### src/rtl/fts_pkg.sv
package fts_pkg;

	localparam int unsigned HEADER_BYTES = 6;
	localparam logic [15:0] HEADER_LEN = 16'(HEADER_BYTES);

	localparam logic [10:0] SEG_MAX = 11'd1024;
	localparam logic [23:0] FILE_LIMIT_RESET = 24'd1048576;
	localparam logic [10:0] SEGMENT_SIZE_RESET = 11'd128;

	localparam logic CFG_FILE_LIMIT = 1'b0;
	localparam logic CFG_SEGMENT_SIZE = 1'b1;

	localparam logic [7:0] OP_READ_REQ = 8'd1;
	localparam logic [7:0] OP_WRITE_REQ = 8'd2;
	localparam logic [7:0] OP_DATA = 8'd3;
	localparam logic [7:0] OP_ACK = 8'd4;
	localparam logic [7:0] OP_ERROR = 8'd5;
	localparam logic [7:0] OP_BUSY = 8'd6;

	localparam logic [1:0] RK_NONE = 2'd0;
	localparam logic [1:0] RK_DATA = 2'd1;
	localparam logic [1:0] RK_ACK = 2'd2;
	localparam logic [1:0] RK_ERROR = 2'd3;

	localparam logic [2:0] E_NONE = 3'd0;
	localparam logic [2:0] E_ILLEGAL = 3'd1;
	localparam logic [2:0] E_NOT_FOUND = 3'd2;
	localparam logic [2:0] E_PACKETNO = 3'd3;
	localparam logic [2:0] E_DISKFULL = 3'd4;
	localparam logic [2:0] E_UNDEF = 3'd5;
	localparam logic [2:0] E_PROG = 3'd6;
	localparam logic [2:0] E_SHORT = 3'd7;

	typedef enum logic [1:0] {
		ST_READY = 2'd0,
		ST_WAIT_ACK = 2'd1,
		ST_WAIT_FINAL = 2'd2,
		ST_WAIT_DATA = 2'd3
	} proto_state_t;

	typedef enum logic [2:0] {
		CMD_SHORT = 3'd0,
		CMD_READ = 3'd1,
		CMD_WRITE = 3'd2,
		CMD_DATA = 3'd3,
		CMD_ACK = 3'd4,
		CMD_CANCEL = 3'd5,
		CMD_BUSY = 3'd6,
		CMD_UNDEF = 3'd7
	} cmd_class_t;

	typedef struct packed {
		logic [7:0] opcode;
		logic [15:0] mbx_length;
		logic [31:0] packet_number;
		logic outbox_free;
	} in_item_t;

	typedef struct packed {
		logic [1:0] reply_kind;
		logic [31:0] reply_packet;
		logic [15:0] reply_length;
		logic [2:0] error_kind;
		logic [23:0] move_offset;
		logic [10:0] move_count;
		logic move_is_write;
		logic flush_request;
		logic [1:0] state_after;
	} out_item_t;

	typedef struct packed {
		cmd_class_t cls;
		logic [15:0] dlen;
		logic [31:0] packet_number;
		logic outbox_free;
	} cmd_t;

endpackage

### src/rtl/foe_file_transfer_slave_unit.sv
// Slave side of the mailbox file-transfer protocol. Each input word is one received
// mailbox header and yields exactly one result word: the reply to send, the file range
// to read or write, a flush request and the protocol state afterwards. The block takes
// one word per cycle while the queue is not full; each word is queued and its result is
// registered. The executor sets the rate, finishing one queued command per cycle while the
// output is not stalled, and a two-word queue between the classifier and the executor plus
// the output register let the input keep flowing while a result waits to be taken.
// Configuration writes are always accepted and are meant to be made while the block is idle.
module foe_file_transfer_slave_unit (
	input logic clk,
	input logic arst_n,
	input logic in_valid,
	output logic in_ready,
	input fts_pkg::in_item_t in_data,
	output logic out_valid,
	input logic out_ready,
	output fts_pkg::out_item_t out_data,
	input logic cfg_valid,
	output logic cfg_ready,
	input logic cfg_index,
	input logic [23:0] cfg_data
);

	fts_pkg::cmd_t front_cmd;
	fts_pkg::cmd_t head_cmd;
	logic queue_full;
	logic queue_not_empty;
	logic cmd_pop;
	logic push;

	assign cfg_ready = 1'b1;
	assign in_ready = !queue_full;
	assign push = in_valid && !queue_full;

	fts_front u_front (
		.item(in_data),
		.cmd(front_cmd)
	);

	fts_queue u_queue (
		.clk(clk),
		.arst_n(arst_n),
		.push(push),
		.push_data(front_cmd),
		.full(queue_full),
		.pop(cmd_pop),
		.not_empty(queue_not_empty),
		.head(head_cmd)
	);

	fts_back u_back (
		.clk(clk),
		.arst_n(arst_n),
		.cfg_valid(cfg_valid),
		.cfg_index(cfg_index),
		.cfg_data(cfg_data),
		.cmd_valid(queue_not_empty),
		.cmd(head_cmd),
		.cmd_pop(cmd_pop),
		.out_valid(out_valid),
		.out_ready(out_ready),
		.out_data(out_data)
	);

endmodule

### src/rtl/fts_front.sv
module fts_front (
	input fts_pkg::in_item_t item,
	output fts_pkg::cmd_t cmd
);

	always_comb begin
		cmd.dlen = item.mbx_length - fts_pkg::HEADER_LEN;
		cmd.packet_number = item.packet_number;
		cmd.outbox_free = item.outbox_free;
		if (item.mbx_length < fts_pkg::HEADER_LEN) begin
			cmd.cls = fts_pkg::CMD_SHORT;
		end else begin
			case (item.opcode)
				fts_pkg::OP_READ_REQ: cmd.cls = fts_pkg::CMD_READ;
				fts_pkg::OP_WRITE_REQ: cmd.cls = fts_pkg::CMD_WRITE;
				fts_pkg::OP_DATA: cmd.cls = fts_pkg::CMD_DATA;
				fts_pkg::OP_ACK: cmd.cls = fts_pkg::CMD_ACK;
				fts_pkg::OP_ERROR: cmd.cls = fts_pkg::CMD_CANCEL;
				fts_pkg::OP_BUSY: cmd.cls = fts_pkg::CMD_BUSY;
				default: cmd.cls = fts_pkg::CMD_UNDEF;
			endcase
		end
	end

endmodule

### src/rtl/fts_queue.sv
module fts_queue (
	input logic clk,
	input logic arst_n,
	input logic push,
	input fts_pkg::cmd_t push_data,
	output logic full,
	input logic pop,
	output logic not_empty,
	output fts_pkg::cmd_t head
);

	fts_pkg::cmd_t entry_q [2];
	logic wr_ptr_q;
	logic rd_ptr_q;
	logic [1:0] count_q;

	assign full = (count_q == 2'd2);
	assign not_empty = (count_q != 2'd0);
	assign head = entry_q[rd_ptr_q];

	always_ff @(posedge clk) begin
		if (push) begin
			entry_q[wr_ptr_q] <= push_data;
		end
	end

	always_ff @(posedge clk or negedge arst_n) begin
		if (!arst_n) begin
			wr_ptr_q <= 1'b0;
			rd_ptr_q <= 1'b0;
			count_q <= 2'd0;
		end else begin
			if (push) begin
				wr_ptr_q <= ~wr_ptr_q;
			end
			if (pop) begin
				rd_ptr_q <= ~rd_ptr_q;
			end
			if (push && !pop) begin
				count_q <= count_q + 2'd1;
			end else if (pop && !push) begin
				count_q <= count_q - 2'd1;
			end
		end
	end

endmodule

### src/rtl/fts_back.sv
module fts_back (
	input logic clk,
	input logic arst_n,
	input logic cfg_valid,
	input logic cfg_index,
	input logic [23:0] cfg_data,
	input logic cmd_valid,
	input fts_pkg::cmd_t cmd,
	output logic cmd_pop,
	output logic out_valid,
	input logic out_ready,
	output fts_pkg::out_item_t out_data
);

	logic [23:0] lim_q;
	logic [10:0] seg_q;
	fts_pkg::proto_state_t state_q, state_d;
	logic [31:0] pc_q, pc_d;
	logic [23:0] fp_q, fp_d;
	logic [23:0] prev_q, prev_d;

	logic out_valid_q;
	fts_pkg::out_item_t out_data_q;
	fts_pkg::out_item_t res;

	logic [10:0] seg_eff;
	logic [23:0] base_fp;
	logic [31:0] base_pc;
	logic [23:0] rem;
	logic [10:0] snd_cnt;
	logic snd_short;
	logic [23:0] snd_fp;
	logic [24:0] data_sum;
	logic data_full;
	logic data_big;
	logic data_short;
	logic pkt_ok;
	logic free;

	assign free = cmd.outbox_free;
	assign cmd_pop = cmd_valid && (!out_valid_q || out_ready);
	assign out_valid = out_valid_q;
	assign out_data = out_data_q;

	always_comb begin
		if (seg_q == 11'd0) begin
			seg_eff = 11'd1;
		end else if (seg_q > fts_pkg::SEG_MAX) begin
			seg_eff = fts_pkg::SEG_MAX;
		end else begin
			seg_eff = seg_q;
		end
	end

	always_comb begin
		case (cmd.cls)
			fts_pkg::CMD_READ: begin
				base_fp = '0;
				base_pc = 32'd1;
			end
			fts_pkg::CMD_BUSY: begin
				base_fp = prev_q;
				base_pc = pc_q - 32'd1;
			end
			default: begin
				base_fp = fp_q;
				base_pc = pc_q;
			end
		endcase
	end

	assign rem = (lim_q > base_fp) ? (lim_q - base_fp) : '0;
	assign snd_cnt = (rem < 24'(seg_eff)) ? rem[10:0] : seg_eff;
	assign snd_short = (snd_cnt < seg_eff);
	assign snd_fp = base_fp + 24'(snd_cnt);

	assign data_sum = 25'(fp_q) + 25'(cmd.dlen);
	assign data_full = (data_sum > 25'(lim_q));
	assign data_big = (cmd.dlen > 16'(seg_eff));
	assign data_short = (cmd.dlen != 16'(seg_eff));
	assign pkt_ok = (cmd.packet_number == pc_q);

	// Next protocol state, packet counter and file positions.
	always_comb begin
		logic idle;
		logic send;
		idle = 1'b0;
		send = 1'b0;
		state_d = state_q;
		pc_d = pc_q;
		fp_d = fp_q;
		prev_d = prev_q;
		case (cmd.cls)
			fts_pkg::CMD_READ: begin
				if (state_q != fts_pkg::ST_READY || !free) begin
					idle = 1'b1;
				end else begin
					send = 1'b1;
				end
			end
			fts_pkg::CMD_WRITE: begin
				if (state_q != fts_pkg::ST_READY || !free) begin
					idle = 1'b1;
				end else begin
					state_d = fts_pkg::ST_WAIT_DATA;
					pc_d = 32'd1;
					fp_d = '0;
					prev_d = '0;
				end
			end
			fts_pkg::CMD_DATA: begin
				if (state_q != fts_pkg::ST_WAIT_DATA || !pkt_ok || data_full || data_big
						|| data_short || !free) begin
					idle = 1'b1;
				end else begin
					prev_d = fp_q;
					fp_d = data_sum[23:0];
					pc_d = pc_q + 32'd1;
				end
			end
			fts_pkg::CMD_ACK, fts_pkg::CMD_BUSY: begin
				if (state_q != fts_pkg::ST_WAIT_ACK || !free) begin
					idle = 1'b1;
				end else begin
					send = 1'b1;
				end
			end
			default: begin
				idle = 1'b1;
			end
		endcase
		if (send) begin
			prev_d = base_fp;
			fp_d = snd_fp;
			pc_d = base_pc + 32'd1;
			if (cmd.cls != fts_pkg::CMD_READ && snd_short) begin
				state_d = fts_pkg::ST_WAIT_FINAL;
			end else begin
				state_d = fts_pkg::ST_WAIT_ACK;
			end
		end
		if (idle) begin
			state_d = fts_pkg::ST_READY;
			pc_d = '0;
			fp_d = '0;
			prev_d = '0;
		end
	end

	// Result word for the command at the head of the queue.
	always_comb begin
		logic [2:0] err;
		logic data_reply;
		err = fts_pkg::E_NONE;
		data_reply = 1'b0;
		res = '0;
		case (cmd.cls)
			fts_pkg::CMD_SHORT: err = fts_pkg::E_SHORT;
			fts_pkg::CMD_READ: begin
				if (state_q != fts_pkg::ST_READY) begin
					err = fts_pkg::E_ILLEGAL;
				end else begin
					data_reply = free;
				end
			end
			fts_pkg::CMD_WRITE: begin
				if (state_q != fts_pkg::ST_READY) begin
					err = fts_pkg::E_ILLEGAL;
				end else if (free) begin
					res.reply_kind = fts_pkg::RK_ACK;
					res.reply_length = fts_pkg::HEADER_LEN;
				end
			end
			fts_pkg::CMD_DATA: begin
				if (state_q != fts_pkg::ST_WAIT_DATA) begin
					err = fts_pkg::E_ILLEGAL;
				end else if (!pkt_ok) begin
					err = fts_pkg::E_PACKETNO;
				end else if (data_full) begin
					err = fts_pkg::E_DISKFULL;
				end else if (data_big) begin
					err = fts_pkg::E_ILLEGAL;
				end else begin
					res.move_offset = fp_q;
					res.move_count = cmd.dlen[10:0];
					res.move_is_write = 1'b1;
					res.flush_request = data_short;
					if (free) begin
						res.reply_kind = fts_pkg::RK_ACK;
						res.reply_packet = pc_q;
						res.reply_length = fts_pkg::HEADER_LEN;
					end
				end
			end
			fts_pkg::CMD_ACK: begin
				if (state_q == fts_pkg::ST_WAIT_FINAL) begin
					err = fts_pkg::E_NONE;
				end else if (state_q != fts_pkg::ST_WAIT_ACK) begin
					err = fts_pkg::E_ILLEGAL;
				end else begin
					data_reply = free;
				end
			end
			fts_pkg::CMD_BUSY: begin
				if (state_q != fts_pkg::ST_WAIT_ACK) begin
					err = fts_pkg::E_ILLEGAL;
				end else begin
					data_reply = free;
				end
			end
			fts_pkg::CMD_CANCEL: err = fts_pkg::E_NONE;
			default: err = fts_pkg::E_UNDEF;
		endcase
		if (data_reply) begin
			res.reply_kind = fts_pkg::RK_DATA;
			res.reply_packet = base_pc;
			res.reply_length = 16'(snd_cnt) + fts_pkg::HEADER_LEN;
			res.move_offset = base_fp;
			res.move_count = snd_cnt;
		end
		if (err != fts_pkg::E_NONE && free) begin
			res.reply_kind = fts_pkg::RK_ERROR;
			res.reply_packet = '0;
			res.reply_length = fts_pkg::HEADER_LEN;
			res.error_kind = err;
		end
		res.state_after = state_d;
	end

	always_ff @(posedge clk or negedge arst_n) begin
		if (!arst_n) begin
			lim_q <= fts_pkg::FILE_LIMIT_RESET;
			seg_q <= fts_pkg::SEGMENT_SIZE_RESET;
		end else if (cfg_valid) begin
			case (cfg_index)
				fts_pkg::CFG_FILE_LIMIT: lim_q <= cfg_data;
				fts_pkg::CFG_SEGMENT_SIZE: seg_q <= cfg_data[10:0];
				default: lim_q <= lim_q;
			endcase
		end
	end

	always_ff @(posedge clk or negedge arst_n) begin
		if (!arst_n) begin
			state_q <= fts_pkg::ST_READY;
			pc_q <= '0;
			fp_q <= '0;
			prev_q <= '0;
			out_valid_q <= 1'b0;
		end else begin
			if (cmd_pop) begin
				state_q <= state_d;
				pc_q <= pc_d;
				fp_q <= fp_d;
				prev_q <= prev_d;
				out_valid_q <= 1'b1;
			end else if (out_ready) begin
				out_valid_q <= 1'b0;
			end
		end
	end

	always_ff @(posedge clk) begin
		if (cmd_pop) begin
			out_data_q <= res;
		end
	end

endmodule

### config.mk
export PLATFORM = sky130hd
export DESIGN_NAME = foe_file_transfer_slave_unit
export DESIGN_NICKNAME = d
export VERILOG_FILES = /design/src/rtl/fts_pkg.sv /design/src/rtl/foe_file_transfer_slave_unit.sv /design/src/rtl/fts_front.sv /design/src/rtl/fts_queue.sv /design/src/rtl/fts_back.sv
export SDC_FILE = /design/constraint.sdc
export NUM_CORES = 1
export LEC_CHECK = 0
export ABC_CLOCK_PERIOD_IN_PS = 9550
export BUFFER_PORTS_ARGS = -buffer_cell sky130_fd_sc_hd__buf_2
export CELL_PAD_IN_SITES_DETAIL_PLACEMENT = 0
export CELL_PAD_IN_SITES_GLOBAL_PLACEMENT = 1
export CORE_ASPECT_RATIO = 0.7
export CORE_MARGIN = 1.5
export CORE_UTILIZATION = 43
export CTS_CLUSTER_SIZE = 40
export DETAILED_ROUTE_END_ITERATION = 8
export PLACE_DENSITY = 0.8
export SLEW_MARGIN = 20
export SYNTH_ARGS = -nofsm -noshare
export SYNTH_HDL_FRONTEND = slang
export SYNTH_SLANG_ARGS = --single-unit
### constraint.sdc
create_clock -name clk -period 9.55 [get_ports clk]
set_input_delay 0.4775 -clock clk [delete_from_list [all_inputs] [get_ports clk]]
set_output_delay 0.4775 -clock clk [all_outputs]
set_load 0.01 [all_outputs]
==> results of run 1 <==
cell families (layout without fill, tap and decap cells):
kind of cell	count (synthesis)	count (layout)	synth area share
xor+xnor	127	127	0.0533
compound gates	595	595	0.191
other cells	2	5	0.000360
buf+inv	228	419	0.0427
simple gates	711	711	0.169
flops	314	314	0.423
fa+ha+maj	119	119	0.0723
mux	94	94	0.0485
area by class of cell:
type                            count  area (µm²)  area share
Multi-Input combinational cell   1651       11400       0.470
Inverter                          100         378      0.0156
Tap cell                          655         820      0.0338
Clock inverter                     25         399      0.0165
Clock buffer                       40         936      0.0386
Sequential cell                   314        8820       0.364
Timing Repair Buffer              254        1480      0.0610
through the flow:
step           power (mW)  cell area (µm²)  hold slack [ps]  utilization  cells
2_1_floorplan        3.57            20900              182            -   2193
3_3_place_gp         4.40            22700              356        0.474   2968
3_5_place_dp         4.44            22700              355        0.475   2968
4_1_cts              6.06            24100             65.2        0.503   3035
5_1_grt              6.42            24200             84.1        0.506   3039
6_report             6.12            24200             85.7        0.506   3039
worst max path at each step:
stage,startpoint,endpoint,slack [ps],cells after the start
final,u_queue.rd_ptr_q,u_back.fp_q[14],370,40
after CTS,u_queue.rd_ptr_q,u_back.fp_q[14],30,40
after global routing,u_queue.rd_ptr_q,u_back.fp_q[14],-6,40
after floorplan,u_queue.rd_ptr_q,u_back.fp_q[14],6,47
after global placement,u_queue.rd_ptr_q,u_back.fp_q[14],80,37
after detailed placement,u_queue.rd_ptr_q,u_back.fp_q[14],-310,37
flip-flops by register name, indices dropped and copies added (netlist names), 2 cells and up:
register	flops
u_queue.count_q	2
u_back.pc_q	32
u_back.lim_q	24
u_back.state_q	2
u_queue.entry_q	104
u_back.fp_q	24
u_back.out_data	88
u_back.seg_q	11
u_back.prev_q	24
power by group through the flow:
| stage | sequential [mW] | clock [mW] | combinational, mW |
|---|---|---|---|
| after global placement | 1.93 | 0 | 2.48 |
| after CTS | 1.91 | 1.61 | 2.53 |
| after detailed placement | 1.93 | 0 | 2.51 |
| final | 1.91 | 1.60 | 2.62 |
| after floorplan | 1.97 | 0 | 1.60 |
| after global routing | 1.94 | 1.66 | 2.82 |
Yosys cell counts, types with 48 or more instances:
| cell | instances |
|---|---|
| nand3_1 | 54 |
| inv_1 | 97 |
| mux2i_1 | 54 |
| a21oi_1 | 108 |
| o31ai_1 | 48 |
| dfrtp_1 | 120 |
| nor2_1 | 111 |
| edfxtp_1 | 192 |
| ha_1 | 112 |
| nand2_1 | 242 |
| o21ai_0 | 149 |
| clkbuf_1 | 114 |
| xnor2_1 | 95 |
| nor3_1 | 62 |
layer usage:
metal  routed length (µm)  share of wire  vias up
li1                     -              -     8505
met1                33300           0.47     9054
met2                29400           0.41      874
met3                 7460           0.10      101
met4                 1310          0.018        4
met5                   23        0.00032        -
critical path: cells and delay by family (launching register included):
kind / cells / cell delay, ps
flops: 1 / 470
compound gates: 19 / 3630
buf+inv: 3 / 450
simple gates: 11 / 2300
mux: 2 / 690
fa+ha+maj: 5 / 1490
what timing repair did:
action	in CTS	in global routing
endpoints found under the hold margin	15	0
setup buffers	1	4
endpoints found under the setup margin	11	32
pin swaps	1	5
hold buffers	1	0
resized for setup	5	24
==> results.cfg, run 1 <==
[status]
status = finished, final reports clean

[global_routing]
overflow = 0
grt.total_usage = 0.281
grtUsageMet3 = 0.0665
use_met2 = 0.390
antenna_found_initial = 3
grt_pass1_vias = 17400
grt_max_degree = 83
grt_util_met1 = 0.438
grt_pass1_wl_um = 107000
grt_busiest_layer = met1

[routing]
drc = 0
wl_um = 71500
routed_via_density = 6.10
drtAntennaViolNets = 0
wl_per_cell_um = 23.5
num_vias = 18500
drt-initial-drc-count = 2198
drtPass1Iterations = 5

[die]
core_um2 = 47900
ios = 182
fp.dieH_um = 187
start_util = 0.436
rows = 67
design.die.area_um2 = 49800
die_w_um = 266

[critical_path]
critPathMaxStageDelay_ps = 590
r2r_cells = 40
timing.rr.start = u_queue.rd_ptr_q
worstPathArrival_ps = 9630
rrSetupSlack_ps = 370
crit_type = flip-flop to flip-flop
critPathSlowestCell = or4b_4
end_kind = flip-flop
crit_fanout = 7
critPathLaunchType = flip-flop
worstReg2RegEnd = u_back.fp_q[14]
required_ps = 10000

[timing]
skew_ps = 26.4
final-hold-violation-count = 0
fin_crit_sh = 0.961
fmax_ghz = 0.109
worst_slew_pin_slew_ps = 1160
setup_viol = 0
fin_tns_setup_ps = 0
finalWorstSetupSlack_ps = 371
relSlewSlack = 0.222
fin_crit_ps = 9180
drv_slew = 0

[clock_network]
cts_buffer_depth = 3
clkSinkCount = 314
cts_tree = built
clkTransAtPathRegs_ps = 70
h-tree-depth = 2
clk_latency_ps = 580
numCtsBuffers = 36
cts_root_buffer = clkbuf_16

[logic_synthesis]
synthCells = 2190
synth_edf_count = 192
ys_async_sr_fraction = 0.389
yosys_most_used_dff = edfxtp_1
yosys_register_bits = 314
synth_top_area_frac = 0.276
yosysTopAreaCell = edfxtp_1
synth.distinct_cells = 94
synth.avg_cell_area_um2 = 9.52
ys_warn_count = 0
synthTopCellsByArea = edfxtp_1 28%, dfrtp_1 14%, ha_1 6.7%
synth.yosys.seq_area_share = 0.423
netlist_area_um2 = 20900

[job]
cap_violations = 0

[power_and_ir_drop]
switching_power_mw = 2.46
seqPwrFrac = 0.312
sw_frac_of_total = 0.402
pwr-share-clk = 0.261
leakage_nw = 9.62
intPower_mw = 3.66
pwr-share-comb = 0.427
max-vdd-ir-drop_mv = 0.156
p_per_area_nw_per_um2 = 253

[cells_and_area]
fillers = 4383
final_common_cell = nand2_1
area_growth_pct = 16.1
insertedDiodeCount = 0
layout_common_cells = 242 x nand2_1, 192 x edfxtp_1, 176 x buf_2
fin_nets = 2559
drive_gt1_frac = 0.175

[placed_design]
dp_hpwl_um = 52000
place_ws_ps = -308
port_buffers = 176
globalplace.congestion = 0.983

[min_path]
hp-class = primary input to flip-flop
min_to = u_queue.entry_q[0][27]
hold_depth = 1
hp-start = in_data[27]
No activity file was read; power rests on OpenSTA's default activity.
==> run 2: changes to the inputs <==
CORE_ASPECT_RATIO = 0.8   (was 0.7)
REMOVE_ABC_BUFFERS = 1   (was unset)
==> run 2 against run 1 <==
Combinational power about the same. Largest power group unchanged. Power decreased by 0.96%. Die area barely moved. Via count up 0.51%. Sequential share of layout area fell by 0.051 points. Clock-buffer cell count fell by 1. Maximum frequency rose by 1.4%. Worst hold slack better by 7.2 ps. Wire length rose by 3.0%. Cell area up 0.14%. Non-clock buffer count grew 28.
==> results.cfg, run 2 (synthesis results as in run 1) <==
[routing]
wl_met2_um = 30700
wirelength_met1_um = 33600
wl_met3_um = 7620
drt-initial-drc-count = 1925
wl_um = 73700
drc = 0
top_layer = met5
routed_via_density = 6.14
drtPass1Iterations = 6
wl_per_cell_um = 24.3
num_vias = 18600
drtAntennaViolNets = 0

[critical_path]
end_kind = flip-flop
worstPathArrival_ps = 9500
crit_type = flip-flop to flip-flop
crit_fanout = 10
crit_family = compound AO/OA/AOI/OAI gates
required_ps = 10000
path_buf_inv = 5
critPathMaxStageDelay_ps = 550
critPathLaunchType = flip-flop
critPathSlowestCell = or4b_4
r2r_cells = 41
worst-path-stages = 41
crit_top_cell = a21oi_1

[timing]
fmax_ghz = 0.110
setup_viol = 0
relSlewSlack = 0.249
fin_crit_sh = 0.948
worst_slew_pin_slew_ps = 1120
fin_tns_setup_ps = 0
skew_ps = 21.6
final-hold-violation-count = 0
fin_crit_ps = 9060
drv_slew = 0
finalWorstSetupSlack_ps = 495

[placed_design]
post-place-cells = 2964
globalplace.congestion = 0.940
port_buffers = 176
dp_hpwl_um = 54700
place_ws_ps = 366
place_area_um2 = 22900

[clock_network]
clkSinkCount = 314
cts_root_buffer = clkbuf_16
cts_tree = built
clk_latency_ps = 570
cts_buffer_depth = 3
h-tree-depth = 2
numCtsBuffers = 36
clkTransAtPathRegs_ps = 60

[job]
cap_violations = 0

[cells_and_area]
stdcell_area_um2 = 24300
drive_gt1_frac = 0.180
fin_util = 0.511
layout_common_cells = 241 x nand2_1, 192 x edfxtp_1, 176 x buf_2
fillers = 4439
final_common_cell = nand2_1
stdcell_count = 3033
insertedDiodeCount = 0
largest_reg_flops = 104
fin_nets = 2587
area_growth_pct = 16.3
largest_register = u_queue.entry_q

[status]
status = finished, final reports clean

[power_and_ir_drop]
p_per_area_nw_per_um2 = 250
max-vdd-ir-drop_mv = 0.181
leakage_nw = 9.71

[global_routing]
antenna_found_initial = 1
overflow = 0
grt_max_degree = 59
grt.total_usage = 0.291
grt_pass1_wl_um = 110000
grt_pass1_vias = 17700

[die]
core_um2 = 47400
design.die.area_um2 = 49800
ios = 182
fp.dieH_um = 200
rows = 71
start_util = 0.440
die_w_um = 249

[min_path]
hp-class = primary input to flip-flop
hold_depth = 1
-- run 2: path summary, 6_finish.rpt --
path | from | slack, ps | to
hold / removal | in_data[32] | 90 | u_queue.entry_q[0][32]
max in group asynchronous | arst_n | 7300 | u_back.prev_q[14]
setup reg to reg | u_queue.rd_ptr_q | 490 | u_back.fp_q[14]
hold reg to reg | u_back.prev_q[21] | 480 | u_back.prev_q[21]
setup / recovery | u_queue.rd_ptr_q | 490 | u_back.fp_q[14]
min in group asynchronous | arst_n | 470 | u_back.seg_q[6]
-- run 2: metrics by stage --
stage | hold slack (ps) | power [mW]
3_3_place_gp | 461 | 4.45
5_1_grt | 78.6 | 6.38
2_1_floorplan | 182 | 3.52
3_5_place_dp | 468 | 4.48
6_report | 93.0 | 6.06
4_1_cts | 72.1 | 6.04
-- run 2: metal layers --
layer,vias up,GRT usage
met1,9074,0.421
met2,885,0.424
met3,106,0.0801
met4,2,0.0793
li1,8565,-
met5,-,0
-- run 2: cell type report --
type	count	area (µm²)	area share
inverters	100	378	0.0156
well taps	620	776	0.0320
repair buffers	282	1720	0.0709
flip-flops and latches	314	8820	0.364
clock inverters	27	367	0.0151
clock buffers	39	922	0.0380
multi-input cells	1651	11300	0.465
-- run 2: timing repair --
| action | 4_1_cts | 5_1_grt |
|---|---|---|
| endpoints found under the setup margin | 0 | 15 |
| buffers inserted | 0 | 2 |
| hold endpoints to repair | 38 | 0 |
| hold buffers | 1 | 0 |
| gates resized for setup | 0 | 16 |
-- run 2: where the power goes --
group / switching, mW / internal (mW)
Sequential: 0.135 / 1.78
Clock: 0.631 / 0.904
Combinational: 1.68 / 0.937
-- run 2: worst register-to-register path: cells and delay by family, from the launching register on --
family                   cells  cell delay, ps
AO/OA/AOI/OAI               18            3120
AND/OR/NAND/NOR             10            2300
adder cells (fa/ha/maj)      6            1780
buffers and inverters        5             660
multiplexers                 2             640
flip-flops                   1             460
==> run 3: changes to the inputs <==
ABC_AREA = 1   (was unset)
CORE_UTILIZATION = 41   (was 43)
PLACE_DENSITY = 0.79   (was 0.8)
==> run 3 against run 2 <==
Global-route usage is 2.1 points lower. Non-clock buffer count is 81 lower. Maximum frequency is 8.9% higher. Flip-flop and latch count stayed put. Critical path type unchanged. Clock-buffer cell count is 10 higher. Synthesized cell count is 18% higher. Die area is 4.0% higher. Highest routed layer unchanged. Final cell count is 13% higher. Sequential power is 4% higher. Register-to-register slack better by 740 ps.
==> results.cfg, run 3 <==
[status]
status = finished, final reports clean

[die]
ios = 182
die_w_um = 254
start_util = 0.416
design.die.area_um2 = 51800
fp.dieH_um = 204
core_um2 = 49800
rows = 73

[cells_and_area]
largest_register = u_queue.entry_q
layout_common_cells = 563 x nand2_1, 314 x inv_1, 209 x nor2_1
largest_reg_flops = 104
stdcell_area_um2 = 23600
final_common_cell = nand2_1
fillers = 4868
area_growth_pct = 13.9
stdcell_count = 3421
fin_nets = 2919
drive_gt1_frac = 0.126
fin_util = 0.473
insertedDiodeCount = 0

[logic_synthesis]
synth.distinct_cells = 65
synthMuxAreaShare = 0.00296
synth_top_family_by_area = simple AND/OR/NAND/NOR gates
synth-simple-area-share = 0.231
ys_async_sr_fraction = 0.389
synth.most_common_cell = nand2_1
yosys.area_share.xor_xnor = 0.0402
yosysTopAreaCell = edfxtp_1
synth_common_cells = 563 x nand2_1, 315 x inv_1, 211 x nor2_1
synth.yosys.seq_area_share = 0.426
synthTopCellsByArea = edfxtp_1 28%, dfrtp_1 15%, nand2_1 10%
synth_edf_count = 192
synth-adder-area-share = 0.0706
yosys_register_bits = 314
synth_compound_area_frac = 0.146
synth_top_area_frac = 0.279
ys_warn_count = 0
synthCells = 2577
netlist_area_um2 = 20700
yosys_most_used_dff = edfxtp_1
synth.avg_cell_area_um2 = 8.03

[global_routing]
grt_pass1_vias = 18000
use_met2 = 0.397
grt_max_degree = 165
grt_util_met1 = 0.413
grt_pass1_wl_um = 107000
overflow = 0
grt.total_usage = 0.270
grtUsageMet3 = 0.0458
grt_busiest_layer = met1
antenna_found_initial = 1

[placed_design]
port_buffers = 176
post-place-cells = 3352
place_ws_ps = 1450
globalplace.congestion = 0.926
dp_hpwl_um = 50600
place_area_um2 = 22200

[critical_path]
end_kind = flip-flop
r2r_cells = 49
worst-path-stages = 49
crit_type = flip-flop to flip-flop
rrSetupSlack_ps = 1230
worstPathArrival_ps = 8780
crit_family = simple AND/OR/NAND/NOR gates
path_buf_inv = 6
crit_fanout = 51
timing.rr.start = u_queue.rd_ptr_q
crit_top_cell = nand2_1
critPathLaunchType = flip-flop
critPathMaxStageDelay_ps = 550
critPathSlowestCell = buf_4
worstReg2RegEnd = u_back.fp_q[19]
required_ps = 10010

[routing]
drt-initial-drc-count = 1913
drc = 0
wl_per_cell_um = 20.5
routed_via_density = 5.56
drtAntennaViolNets = 0
drtPass1Iterations = 6
wl_um = 70200
num_vias = 19000

[power_and_ir_drop]
max-vdd-ir-drop_mv = 0.272
leakage_nw = 10.3
p_per_area_nw_per_um2 = 271
finalPower_mw = 6.39

[min_path]
hp-start = in_data[24]
min_to = u_queue.entry_q[1][24]
hold_depth = 1
hp-class = primary input to flip-flop

[clock_network]
cts_buffer_depth = 3
clkTransAtPathRegs_ps = 60
clk_latency_ps = 570
numCtsBuffers = 37
cts_root_buffer = clkbuf_16
clkSinkCount = 314
h-tree-depth = 2
cts_tree = built
cts_resized = 0

[timing]
worst_slew_pin_slew_ps = 1170
fmax_ghz = 0.120
setup_viol = 0
final-hold-violation-count = 0
finalWorstSetupSlack_ps = 1230
fin_crit_sh = 0.871
skew_ps = 17.4
rsz0062_at_grt = false
fin_crit_ps = 8320
drv_slew = 0
relSlewSlack = 0.202

[job]
cap_violations = 0
## run 3: worst reg2reg max path, delay by kind of cell, from the launching register on
kind                     cells  cell delay (ps)
adder cells (fa/ha/maj)      3              890
AO/OA/AOI/OAI                9             1830
AND/OR/NAND/NOR             31             3790
flip-flops                   1              410
buffers and inverters        6             1290
## run 3: what timing repair did
item,4_1_cts,5_1_grt
setup endpoints to repair,0,0
hold buffers,1,0
buffers inserted,0,0
endpoints found under the hold margin,6,0
## run 3: final cells by class
cell class              instances  area [µm²]  area share
well taps                     675         845      0.0358
flip-flops and latches        314        8820       0.374
repair buffers                201        1090      0.0461
clock buffers                  49        1010      0.0429
inverters                     331        1250      0.0529
clock inverters                19         324      0.0138
multi-input cells            1832       10200       0.434
## run 3: metrics by stage
stage / hold WS (ps) / setup TNS [ps]
final: 106 / 0
after CTS: 77.8 / 0
after detailed placement: 314 / 0
after global placement: 312 / 0
after floorplan: 182 / -160690
after global routing: 80.7 / 0
## run 3: how the worst max path moves through the flow
| stage | start | to | slack (ps) |
|---|---|---|---|
| 3_5_place_dp | u_queue.rd_ptr_q | u_back.fp_q[19] | 1450 |
| 4_1_cts | u_queue.rd_ptr_q | u_back.fp_q[19] | 1430 |
| 3_3_place_gp | u_queue.rd_ptr_q | u_back.fp_q[12] | 1630 |
| 2_1_floorplan | out_ready | u_back.fp_q[9] | -2440 |
| 6_report | u_queue.rd_ptr_q | u_back.fp_q[19] | 1230 |
| 5_1_grt | u_queue.rd_ptr_q | u_back.fp_q[19] | 550 |
## run 3: where the power goes
part	switching (mW)	total, mW	internal (mW)
clock	0.616	1.58	0.968
sequential	0.144	1.98	1.83
combinational	2.00	2.83	0.828
## run 3: cell families after synthesis
family | count (synthesis)
mux | 6
other cells | 2
xor+xnor | 95
flops | 314
compound gates | 523
buf+inv | 434
fa+ha+maj | 115
simple gates | 1088
## run 3: routing by layer
| metal | vias up | wire, µm |
|---|---|---|
| met5 | - | 14 |
| met4 | 2 | 1200 |
| met3 | 95 | 5550 |
| met2 | 765 | 29500 |
| met1 | 9089 | 33900 |
| li1 | 9054 | - |
